--- src/hdl/teq_pkg.sv ---
// Shared types and codes for the timed event queue.
`timescale 1ns / 1ps
package teq_pkg;

    localparam int TIME_W   = 32;
    localparam int HANDLE_W = 32;
    localparam int STEP_W   = 6;
    localparam int IDX_W    = 8;
    localparam int PEND_W   = 9;
    localparam int S_DATA_W = 80;
    localparam int M_DATA_W = 112;

    localparam logic [STEP_W-1:0] RUN_CAP = 6'd63;

    typedef enum logic [1:0] {
        OP_POST  = 2'd0,
        OP_RUN   = 2'd1,
        OP_CLEAR = 2'd2,
        OP_PEEK  = 2'd3
    } op_t;

    typedef enum logic [2:0] {
        ST_OK    = 3'd0,
        ST_EMPTY = 3'd1,
        ST_LIMIT = 3'd2,
        ST_PAST  = 3'd3,
        ST_FULL  = 3'd4,
        ST_RANGE = 3'd5
    } status_t;

    // Decoded command handed from the front end to the back end
    typedef struct packed {
        op_t                 op;
        logic [HANDLE_W-1:0] handle;
        logic [TIME_W-1:0]   evt_time;
        logic                rel;
        logic [STEP_W-1:0]   steps;
        logic [IDX_W-1:0]    idx;
    } cmd_t;

    // One result beat
    typedef struct packed {
        logic [HANDLE_W-1:0] handle;
        logic [TIME_W-1:0]   evt_time;
        status_t             status;
        logic [PEND_W-1:0]   pending;
        logic [TIME_W-1:0]   now;
        logic                last;
    } res_t;

endpackage

--- src/hdl/teq_front.sv ---
// Front end: accepts input beats, decodes them and buffers them in a two-entry queue.
`timescale 1ns / 1ps
module teq_front (
    input  logic                     aclk,
    input  logic                     aresetn,
    input  logic                     s_tvalid,
    output logic                     s_tready,
    // handle[31:0], time[63:32], relative[64], step_count[70:65], peek_index[78:71]
    input  logic [teq_pkg::S_DATA_W-1:0] s_tdata,
    // operation[1:0]
    input  logic [1:0]               s_tuser,
    output logic                     cmd_valid,
    input  logic                     cmd_ready,
    output teq_pkg::cmd_t            cmd
);
    import teq_pkg::*;

    cmd_t       fifo_reg [2];
    logic       wr_ptr_reg, wr_ptr_next;
    logic       rd_ptr_reg, rd_ptr_next;
    logic [1:0] fill_reg, fill_next;
    cmd_t       dec;
    logic       push, pop;

    // Decode the beat; a zero step count means the full cap
    always_comb begin
        dec.op       = op_t'(s_tuser);
        dec.handle   = s_tdata[31:0];
        dec.evt_time = s_tdata[63:32];
        dec.rel      = s_tdata[64];
        dec.steps    = (s_tdata[70:65] == '0) ? RUN_CAP : s_tdata[70:65];
        dec.idx      = s_tdata[78:71];
    end

    assign s_tready  = (fill_reg != 2'd2);
    assign cmd_valid = (fill_reg != 2'd0);
    assign cmd       = fifo_reg[rd_ptr_reg];
    assign push      = s_tvalid && s_tready;
    assign pop       = cmd_valid && cmd_ready;

    // Advance pointers and fill level
    always_comb begin
        wr_ptr_next = push ? ~wr_ptr_reg : wr_ptr_reg;
        rd_ptr_next = pop ? ~rd_ptr_reg : rd_ptr_reg;
        fill_next   = fill_reg + {1'b0, push} - {1'b0, pop};
    end

    always_ff @(posedge aclk) begin
        if (!aresetn) begin
            wr_ptr_reg <= 1'b0;
            rd_ptr_reg <= 1'b0;
            fill_reg   <= 2'd0;
        end else begin
            wr_ptr_reg <= wr_ptr_next;
            rd_ptr_reg <= rd_ptr_next;
            fill_reg   <= fill_next;
        end
    end

    // Store the decoded beat
    always_ff @(posedge aclk) begin
        if (push) begin
            fifo_reg[wr_ptr_reg] <= dec;
        end
    end

endmodule

--- config.mk ---
export PLATFORM = sky130hd
export DESIGN_NAME = teq_front
export DESIGN_NICKNAME = d
export VERILOG_FILES = /design/src/hdl/teq_pkg.sv /design/src/hdl/teq_front.sv
export SDC_FILE = /design/constraint.sdc
export NUM_CORES = 1
export LEC_CHECK = 0
export BUFFER_PORTS_ARGS = -buffer_cell sky130_fd_sc_hd__buf_2
export CORE_MARGIN = 3
export CORE_UTILIZATION = 56
export DETAILED_ROUTE_END_ITERATION = 6
export PLACE_DENSITY_LB_ADDON = 0.3
export SLEW_MARGIN = 30
export SYNTH_ARGS = -nofsm -noshare
export SYNTH_HDL_FRONTEND = slang
export SYNTH_SLANG_ARGS = --single-unit
--- constraint.sdc ---
create_clock -name aclk -period 5.77 [get_ports aclk]
set_input_delay 1.154 -clock aclk [delete_from_list [all_inputs] [get_ports aclk]]
set_output_delay 1.154 -clock aclk [all_outputs]
set_load 0.02 [all_outputs]
==> results of run 1 <==
critical path, cell delays in order, from the launching register on:
cell,delay (ns)
dfxtp_4,0.67
buf_16,0.31
mux2_1,0.37
buf_2,0.17
routing by layer:
| metal | GRT usage [%] | part of all wire (%) | wire [µm] | up-vias |
|---|---|---|---|---|
| met3 | 7.28 | 8.3 | 921 | 10 |
| met1 | 20.4 | 38 | 4240 | 1573 |
| li1 | - | - | - | 1533 |
| met5 | 0 | 0.063 | 7 | - |
| met4 | 6.08 | 0.77 | 85 | 2 |
| met2 | 32.0 | 53 | 5820 | 125 |
layout make-up:
class	count	area [µm²]	area share [%]
Sequential cell	167	4970	64.0
Timing Repair Buffer	170	891	11.5
Multi-Input combinational cell	116	1150	14.9
Inverter	2	8.76	0.113
Clock inverter	13	158	2.03
Clock buffer	18	418	5.38
Tap cell	136	170	2.19
cell usage after synthesis, types with 2 or more instances:
cell	instances	area share (%)
a21o_1	2	0.24
and3_1	2	0.20
buf_6	8	1.4
dfxtp_1	5	1.6
edfxtp_1	162	78
inv_1	2	0.12
mux2_1	81	15
nand2b_1	3	0.30
nor2_1	6	0.36
nor3_1	2	0.16
o21bai_1	4	0.48
cell usage in the layout (no fill, tap or decap), types with 2 or more instances in the layout:
cell        count
dfxtp_1         4
clkinvlp_4      2
clkinv_4        4
mux2_1         81
clkbuf_16      16
nand2b_1        3
nor2_1          6
buf_2         167
clkinv_2        3
a21o_1          2
clkinv_1        2
nor3_1          2
bufinv_16       3
o21bai_1        4
edfxtp_1      162
kinds of logic after synthesis:
family	synth area share [%]
AO/OA/AOI/OAI	1.43
XOR/XNOR	0.141
adder cells (fa/ha/maj)	0.201
buffers and inverters	1.69
flip-flops	79.8
multiplexers	14.7
AND/OR/NAND/NOR	2.05
metrics by stage:
stage | hold slack [ns] | cells | area (µm²)
2_1_floorplan | 0.472 | 294 | 6220
3_3_place_gp | 0.483 | 589 | 7150
3_5_place_dp | 0.505 | 591 | 7190
4_1_cts | 0.550 | 622 | 7770
5_1_grt | 0.577 | 622 | 7770
6_report | 0.543 | 622 | 7770
power breakdown:
| group | total (mW) | switching (mW) | internal (mW) |
|---|---|---|---|
| logic | 0.660 | 0.408 | 0.253 |
| registers | 1.53 | 0.0592 | 1.47 |
| clock network | 1.08 | 0.422 | 0.654 |
| total | 3.27 | 0.889 | 2.38 |
worst max-delay path by stage:
stage,from,endpoint,slack (ns),depth (start not counted)
floorplan,s_tvalid,fifo_reg[1][0],2.23,1
global placement,s_tvalid,fifo_reg[0][30],2.80,4
detailed placement,s_tvalid,fifo_reg[0][75],2.76,4
CTS,register,cmd[73],2.50,3
global route,register,cmd[73],2.44,3
finish,register,cmd[49],2.55,3
==> run summary, run 1 <==
The flow ran to the end, and the final reports show no timing, DRC or antenna violations. The summed instance area of the synthesized netlist came out at 0.00622 mm². Buffers inserted to repair hold after CTS numbered 0. In this run the critical register-to-register path is captured at fifo_reg[0][32]. The synthesized design contains 167 register bits. The remaining antenna violation count came out at 0.

The setup-violating endpoint count in the final report came out at 0. The mean cell area of the mapped netlist is 21.2 µm². The post-detailed-route wirelength per cell came out at 17.8 µm. The routed via count came out at 3243. The final max-slew violation count is 0. The clock edge transition at the registers on the reported setup and hold paths came out at 0.06 ns.

STA classifies the critical path startpoint as a register. The die covers 0.0124 mm². The startpoint identified for the worst hold timing path is rd_ptr_reg. For this run, the detailed router's first-pass iteration total came to 4. The all-layer global routing usage came out at 18.2%. The number of nets handed over by synthesis was 381. In this run the horizontal extent of the chip is 111 µm. The worst reg-to-reg path cell count came out at 4. The static leakage power came out at 2.94 nW. The smallest clock period supported by the final layout is computed as 3.22 ns.

In the synthesized netlist the dominant register cell turns out to be edfxtp_1. At the end of the flow, the number of nets in the layout was 561. The setup slack of the worst register-to-register path is 3.52 ns. The clock tree root driver cell is clkbuf_8. The area overhead of the layout relative to synthesis is 24.9%.

The clock latency of the later-clocked register in the worst-skew pair is 0.51 ns. The final clock period utilization by the worst path came out at 55.8%. The global placer's final weighted congestion came out at 0.729. Measured on the finished design, the core utilization comes to 73.6%. The global-route congestion overflow total is 0. The total area inside the core boundary comes to 0.0106 mm². The number of violations of the max-capacitance limit came out at 0. The first global-routing pass estimated 17.4 mm of wire. The final sum of negative setup slack is 0 ns.

In the final layout, the share of cells above drive strength 1 is 41.8%. The total of buffers placed on input and output ports came out at 167. Setup repair after global routing left no endpoint under its margin. The largest vdd supply drop came out at 0.256 mV. The total power divided by cell area came out at 421 mW/mm². Counting flops with an async set or reset pin after synthesis yields a share of 0%.

The setup slack after layout is 2.55 ns. The sequential fraction of the synthesis area is 79.8%. Once the clock tree was built, the setup fixing pass inserted 0 buffers. The via count of the first global-routing pass was 3574. The count of flip-flops with a built-in enable after synthesis came out at 162. The number of gates resized after CTS is 0. The clock net sink count came out at 167. The critical path start-end classification is reg -> out. The site row count is 37. The pre-CTS setup slack is 2.76 ns. The count of yosys warnings during synthesis is 0. The class of the worst hold path is reg -> reg. In this run the tightest slew margin relative to its limit is 53.3%. The number of inserted diodes is 0. The hold path depth is 2. The worst setup skew after layout came out at 0.00547 ns. The count of filler cells inserted in the layout came out at 647.

The flip-flop count of the largest register after layout came out at 162. The maximum clock rate came out at 311 MHz. In this run, CTS created clock tree buffers numbering 17. Synthesis handed over a netlist of 294 instances. The type of element capturing the critical path is an output port. The total half-perimeter wirelength after legalization and detailed placement is 7.40 mm.

The worst-margin pin slew came out at 0.700 ns. The DRC violation count after routing is 0. Data arrives at the worst endpoint at 2.06 ns. STA puts the critical path data required time at 4.62 ns. Of all nets on the critical path, the largest fanout is 47.

The starting utilization of the core area came out at 58.9%. The maximum number of pins on one net before global-route repair came out at 48. The number of antenna violations at the first check in global routing is 1. The number of hold violations in the final report is 0. The maximum root-to-sink buffer count is 2.

The count of pins on the block boundary is 169. TritonCTS built the clock tree. The number of distinct library cells after synthesis came out at 28. In this run the critical register-to-register path is launched from fill_reg[0]. The violation count after the first detailed-routing iteration came out at 151. The vertical die dimension came out at 111 µm. The total number of H-tree levels is 4.

The total wire length came out at 11.1 mm. The completed layout was analyzed and its total power is 3.27 mW. The mean number of vias per cell came out at 5.21.
(Power assumes the default switching activity.)
==> run 2: changes to the inputs <==
--- a/config.mk
+++ b/config.mk
@@ -7,7 +7,7 @@
 export LEC_CHECK = 0
 export BUFFER_PORTS_ARGS = -buffer_cell sky130_fd_sc_hd__buf_2
 export CORE_MARGIN = 3
-export CORE_UTILIZATION = 56
+export CORE_UTILIZATION = 52
 export DETAILED_ROUTE_END_ITERATION = 6
 export PLACE_DENSITY_LB_ADDON = 0.3
 export SLEW_MARGIN = 30
==> constraint.sdc (replaced) <==
create_clock -name aclk -period 3.04 [get_ports aclk]
set_input_delay 0.608 -clock aclk [delete_from_list [all_inputs] [get_ports aclk]]
set_output_delay 0.608 -clock aclk [all_outputs]
set_load 0.02 [all_outputs]
==> run 2 against run 1 <==
Non-clock buffer count grew 3. Die area grew 7.3%. Routed wire length shrank 2.3%. Sequential power grew 90%. Clock skew shrank 0.0013 ns. Register-to-register slack lost 2.2 ns. Largest power group unchanged.
==> run summary, run 2 (synthesis results as in run 1) <==
STA classifies the critical path endpoint as an output port. The class of the worst hold path is in -> reg. The biggest fanout along the worst timing path came out at 31 (-34%). The all-layer global routing usage came out at 16.7% (-1.6 points). The utilization of the core after routing came out at 67.2% (-6.4 points). The routed via count was 3240 (-0.093%). The final max-slew violation count is 0 (unchanged). The worst setup skew after layout came to 0.00413 ns (-0.00134 ns). The global-route wire length before repair is 16.3 mm (-6.3%).

The total power divided by cell area came to 790 mW/mm² (+88%). The starting utilization of the core area is 53.8% (-5.1 points). The die boundary width came out at 115 µm (+3.6%). The endpoint arrival time on the critical path came out at 1.92 ns (-0.14 ns). The global placer's final weighted congestion came out at 0.690 (-5.4%). The number of inserted diodes is 0 (unchanged). Setup repair after global routing left no endpoint under its margin. The commonest non-fill, non-tap cell in the layout is buf_2.

The total wire length is 10.8 mm (-2.3%). The total number of H-tree levels is 4 (unchanged). The maximum clock rate came out at 396 MHz. The vertical die dimension came to 115 µm (+3.6%).

The clock buffer count from CTS was 17 (unchanged). The clock latency of the later-clocked register in the worst-skew pair came to 0.41 ns (-0.10 ns). The category of the worst setup path launch point is a register.

The maximum number of pins on one net before global-route repair is 51 (+6.3%). The post-CTS setup-driven buffer insertion count is 0 (unchanged). The violation count after the first detailed-routing iteration came out at 193 (+28%). The post-detailed-route wirelength per cell is 17.1 µm (-4.0%). The worst path uses 83.1% of the clock period. The worst relative slew slack is 69.8% (+16 points). The flip-flop count of the largest register after layout is 162 (unchanged).

The number of antenna violations at the first check in global routing is 1 (unchanged). The final sum of negative setup slack came out at 0 ns (unchanged). The critical path required time came out at 2.43 ns (-2.19 ns). The mean number of vias per cell was 5.12 (-1.8%).

The worst-margin pin slew came out at 0.454 ns (-0.247 ns). The setup-violating endpoint count in the final report came out at 0 (unchanged). The largest vdd supply drop is 0.495 mV (+94%).

The site row count came out at 39 (+5.4%). The critical path is of the reg -> out type. The total number of nets in the final design is 564 (+0.53%). The number of gates resized after CTS is 0 (unchanged).

Leaving out fill and tap cells, the most frequent cells in the layout are buf_2 (167), edfxtp_1 (162), mux2_1 (81). The hold path depth was 1 (-1). The flow ran to the end, and the final reports show no timing, DRC or antenna violations. The static leakage power came to 2.94 nW (about the same).

The clock tree from TritonCTS is built. The via count of the first global-routing pass came out at 3352 (-6.2%). The remaining antenna violation count is 0 (unchanged). The clock edge transition at the registers on the reported setup and hold paths is 0.06 ns (about the same). The number of hold violations in the final report was 0 (unchanged).

The area enclosed by the die boundary came out at 0.0133 mm² (+7.3%). The root buffer cell chosen for the clock tree is clkbuf_16. The area overhead of the layout relative to synthesis came to 25.0% (about the same).

The global-route congestion overflow total is 0 (unchanged). The maximum root-to-sink buffer count is 2 (unchanged). The worst hold margin is 0.378 ns (-0.165 ns).

The placeable core area is 0.0116 mm² (+9.6%). The total half-perimeter wirelength after legalization and detailed placement is 7.20 mm (-2.7%). The DRC violation count after routing came out at 0 (unchanged). The clock net sink count is 167 (unchanged). The hold-fix buffer count after cts is 0 (unchanged). The worst path in the final design needs a cycle of 2.53 ns, including I/O delays and setup. The number of violations of the max-capacitance limit is 0 (unchanged). The fraction of layout cells with a size suffix above 1 is 41.2% (-0.55 points). The count of TritonRoute iterations in the first routing pass was 4 (unchanged).

The total of buffers placed on input and output ports is 167 (unchanged). The count of pins on the block boundary is 169 (unchanged). The worst reg-to-reg path cell count came out at 3 (-1).
[run 2: path summary, 6_finish.rpt]
path                                   endpoint  slack (ns)   startpoint
worst max-delay path                    cmd[46]        0.51     register
worst min-delay path            fifo_reg[0][57]        0.38  s_tdata[10]
worst max register to register  fifo_reg[1][65]        1.31  fill_reg[0]
worst min register to register       rd_ptr_reg        0.51   rd_ptr_reg
[run 2: cell type report]
class / count / area (µm²)
Tap cell: 143 / 179
Timing Repair Buffer: 173 / 918
Inverter: 2 / 8.76
Fill cell: 815 / 3790
Clock inverter: 13 / 113
Multi-Input combinational cell: 116 / 1150
Sequential cell: 167 / 4970
Clock buffer: 19 / 433
[run 2: critical path, stage by stage (launching register included)]
cell	delay [ns]
dfxtp_4	0.64
buf_4	0.33
mux2_1	0.36
buf_2	0.16
[run 2: power by group]
part / switching, mW / internal (mW) / leakage [nW]
logic: 0.777 / 0.489 / 1.12
registers: 0.102 / 2.80 / 1.56
clock network: 0.790 / 1.18 / 0.262
[run 2: per-layer routing]
layer,up-vias,share of wire (%),global-route usage [%]
li1,1532,-,-
met1,1576,39,18.6
met2,107,51,28.1
met3,23,7.5,6.32
met4,2,2.3,8.29
met5,-,0.12,0
[run 2: through the flow]
step / cells / worst slack, ns / area, µm² / power [mW]
floorplan: 294 / 0.214 / 6220 / 3.81
global placement: 601 / 0.932 / 7230 / 4.20
detailed placement: 601 / 0.911 / 7230 / 4.24
CTS: 633 / 0.452 / 7770 / 6.22
global route: 633 / 0.392 / 7770 / 6.40
finish: 633 / 0.513 / 7770 / 6.14
==> run 3: changes to the inputs <==
==> constraint.sdc (replaced) <==
create_clock -name aclk -period 2.35 [get_ports aclk]
set_input_delay 0.47 -clock aclk [delete_from_list [all_inputs] [get_ports aclk]]
set_output_delay 0.47 -clock aclk [all_outputs]
set_load 0.02 [all_outputs]
==> run 3 against run 2 <==
Setup slack got worse by 0.29 ns. Critical path type unchanged. Routed wire length decreased by 0.57%. Count of clock-buffer cells in the layout is 1 higher. Flip-flop and latch count did not move. Sequential power is 28% higher. Cell count is 0.16% higher. Combinational power increased by 36%. Critical endpoint is now cmd[53]. Largest cell class unchanged. Global-route usage down 0.076 points. Worst hold slack got worse by 0.14 ns. Power rose by 30%.
==> run summary, run 3 (synthesis results as in run 1) <==
The flow ran to the end, and the final reports show no timing, DRC or antenna violations. The worst setup path is captured at an output port. The flip-flop count of the largest register after layout came out at 162 (unchanged). The area enclosed by the die boundary came out at 0.0133 mm² (unchanged). The clock latency of the later-clocked register in the worst-skew pair came out at 0.42 ns (about the same).

Clock tree synthesis selected as its root buffer the cell clkbuf_16. The post-layout minimum cycle time came out at 2.12 ns. The total number of nets in the final design is 565 (+0.18%). The setup path with the least slack is of type reg -> out.

The delay of the slowest cell on the worst path is 0.43 ns (-0.21 ns). The starting utilization of the core area is 53.8% (unchanged). The worst relative slew slack is 72.2% (+2.4 points). The count of pins on the block boundary came out at 169 (unchanged).

The post-detailed-route wirelength per cell came out at 17.0 µm (-0.73%). The sum of buffers and inverters on the critical path came out at 2 (unchanged). The sequential fraction of design power came out at 46.4% (-0.8 points). The total wire length is 10.8 mm (-0.57%). The total power divided by cell area was 1020 mW/mm² (+29%). The cell internal power dissipation is 5.82 mW (+30%). The worst setup path is launched from a register. The sum of internal, switching and leakage power came out at 7.99 mW (+30%). The global-route wire length before repair came out at 16.3 mm (-0.29%). The clock buffer count from CTS came out at 17 (unchanged). The global placer's final weighted congestion was 0.680 (-1.4%). The number of violations of the max-capacitance limit is 0 (unchanged). The signal on the critical path passes through buf_4, mux2_1, buf_2. The vertical die dimension is 115 µm (unchanged). The violation count after the first detailed-routing iteration is 226 (+17%). The largest delay contributor family on the critical path is buffers and inverters. The total placed instance area came out at 0.00728 mm² (+0.69%). The routed via count came to 3213 (-0.83%). The remaining antenna violation count came to 0 (unchanged). The share of total power in combinational logic is 21.6% (+1.0 points). The hold-fix buffer count after cts is 0 (unchanged).

The utilization of the core after routing is 67.7% (+0.44 points). The total of buffers placed on input and output ports came out at 167 (unchanged). The switching part of the total power is 27.1% (-0.042 points). Setup repair after global routing left no endpoint under its margin.

TritonCTS built the clock tree. The number of antenna violations at the first check in global routing is 0 (-1). The final sum of negative setup slack is 0 ns (unchanged). The number of hold violations in the final report came out at 0 (unchanged). The setup-violating endpoint count in the final report came out at 0 (unchanged). The placeable core area is 0.0116 mm² (unchanged).

The min-delay analysis places its worst path in the category in -> reg. The top cell types in the final layout, fill and taps aside, are buf_2 (167), edfxtp_1 (162), mux2_1 (81). The count of TritonRoute iterations in the first routing pass is 4 (unchanged). The cell area after layout is 0.00783 mm² (+0.66%). Leaving out fill and tap cells, the most frequent cell in the layout is buf_2.

The biggest fanout along the worst timing path is 15 (-52%). The total number of H-tree levels is 4 (unchanged). The maximum clock rate came out at 471 MHz. The all-layer global routing usage was 16.6% (-0.076 points). The proportion of power drawn by the clock network is 32.0% (-0.2 points). The mean number of vias per cell came out at 5.07 (-0.99%). The site row count is 39 (unchanged).

The global-route congestion overflow total is 0 (unchanged). The fraction of layout cells with a size suffix above 1 came out at 41.8% (+0.53 points). The number of inserted diodes came out at 0 (unchanged). The clock net sink count came out at 167 (unchanged). The via count of the first global-routing pass is 3369 (+0.51%). The area overhead of the layout relative to synthesis is 25.8%. The final clock period utilization by the worst path is 90.3%. The total half-perimeter wirelength after legalization and detailed placement is 7.26 mm (+0.89%).

The die boundary width is 115 µm (unchanged). The number of gates resized after CTS came out at 0 (unchanged). The critical path required time came to 1.88 ns (-0.55 ns). The final max-slew violation count came out at 0 (unchanged). The endpoint arrival time on the critical path is 1.65 ns (-0.27 ns). The largest vdd supply drop is 0.657 mV (+33%). The DRC violation count after routing is 0 (unchanged).

The maximum number of pins on one net before global-route repair is 41 (-20%). The worst-margin pin slew came out at 0.414 ns (-0.0399 ns). The clock edge transition at the registers on the reported setup and hold paths is 0.06 ns (about the same). The reported net switching power was 2.17 mW (+30%). The worst setup skew after layout was 0.00724 ns (+0.00311 ns). The static leakage power is 2.95 nW (+0.45%).

The maximum root-to-sink buffer count came out at 2 (unchanged). The master of the slowest instance on the critical path is dfxtp_4. The post-CTS setup-driven buffer insertion count came out at 0 (unchanged).
==> run 3: changes by cell type in the layout (fill, tap and decap cells not counted), sizes merged <==
cell / before / now
buf: 173 / 174
clkinvlp: 2 / 3
clkinv: 10 / 8
clkbuf: 19 / 20
==> run 3: path summary, 6_finish.rpt <==
| check | startpoint | slack [ns] | endpoint | cells after the start |
|---|---|---|---|---|
| worst max register to register | fill_reg[1] | 0.57 | fill_reg[1] | 6 |
| worst min register to register | rd_ptr_reg | 0.50 | register | 2 |
| worst min-delay path | s_tdata[50] | 0.24 | fifo_reg[0][33] | 1 |
| worst max-delay path | register | 0.23 | cmd[53] | 3 |
==> run 3: per-layer routing <==
metal  GRT usage (%)  part of all wire, %
met4            8.06                  1.3
met5               0                    0
met1            18.5                   39
met2            28.4                   52
met3            5.95                  7.1
==> run 3: through the flow <==
stage	hold WS, ns	cells	setup WS [ns]
floorplan	0.472	294	0.00586
finish	0.239	634	0.227
detailed placement	0.488	602	0.525
global placement	0.488	602	0.595
CTS	0.220	634	0.191
global route	0.215	634	0.143
==> run 3: final cells by class <==
cell class,instances,area [µm²]
sequential,167,4970
clock inverter,12,110
tap,143,179
clock buffer,20,437
timing repair buffer,174,963
fill,820,3740
multi-input combinational,116,1160
inverter,2,11.3
==> run 3: worst reg2reg max path: cells and delay by family (launching register included) <==
kind | cells | cell delay, ns
AO/OA/AOI/OAI | 1 | 0.18
adder cells (fa/ha/maj) | 1 | 0.20
flip-flops | 1 | 0.45
AND/OR/NAND/NOR | 4 | 0.83
==> run 3: power groups by stage <==
stage          registers, mW  logic (mW)  clock network [mW]
6_report                3.71        1.73                2.56
5_1_grt                 3.73        1.86                2.75
4_1_cts                 3.71        1.76                2.61
3_5_place_dp            3.77        1.75                   0
3_3_place_gp            3.75        1.72                   0
2_1_floorplan           3.74        1.20                   0
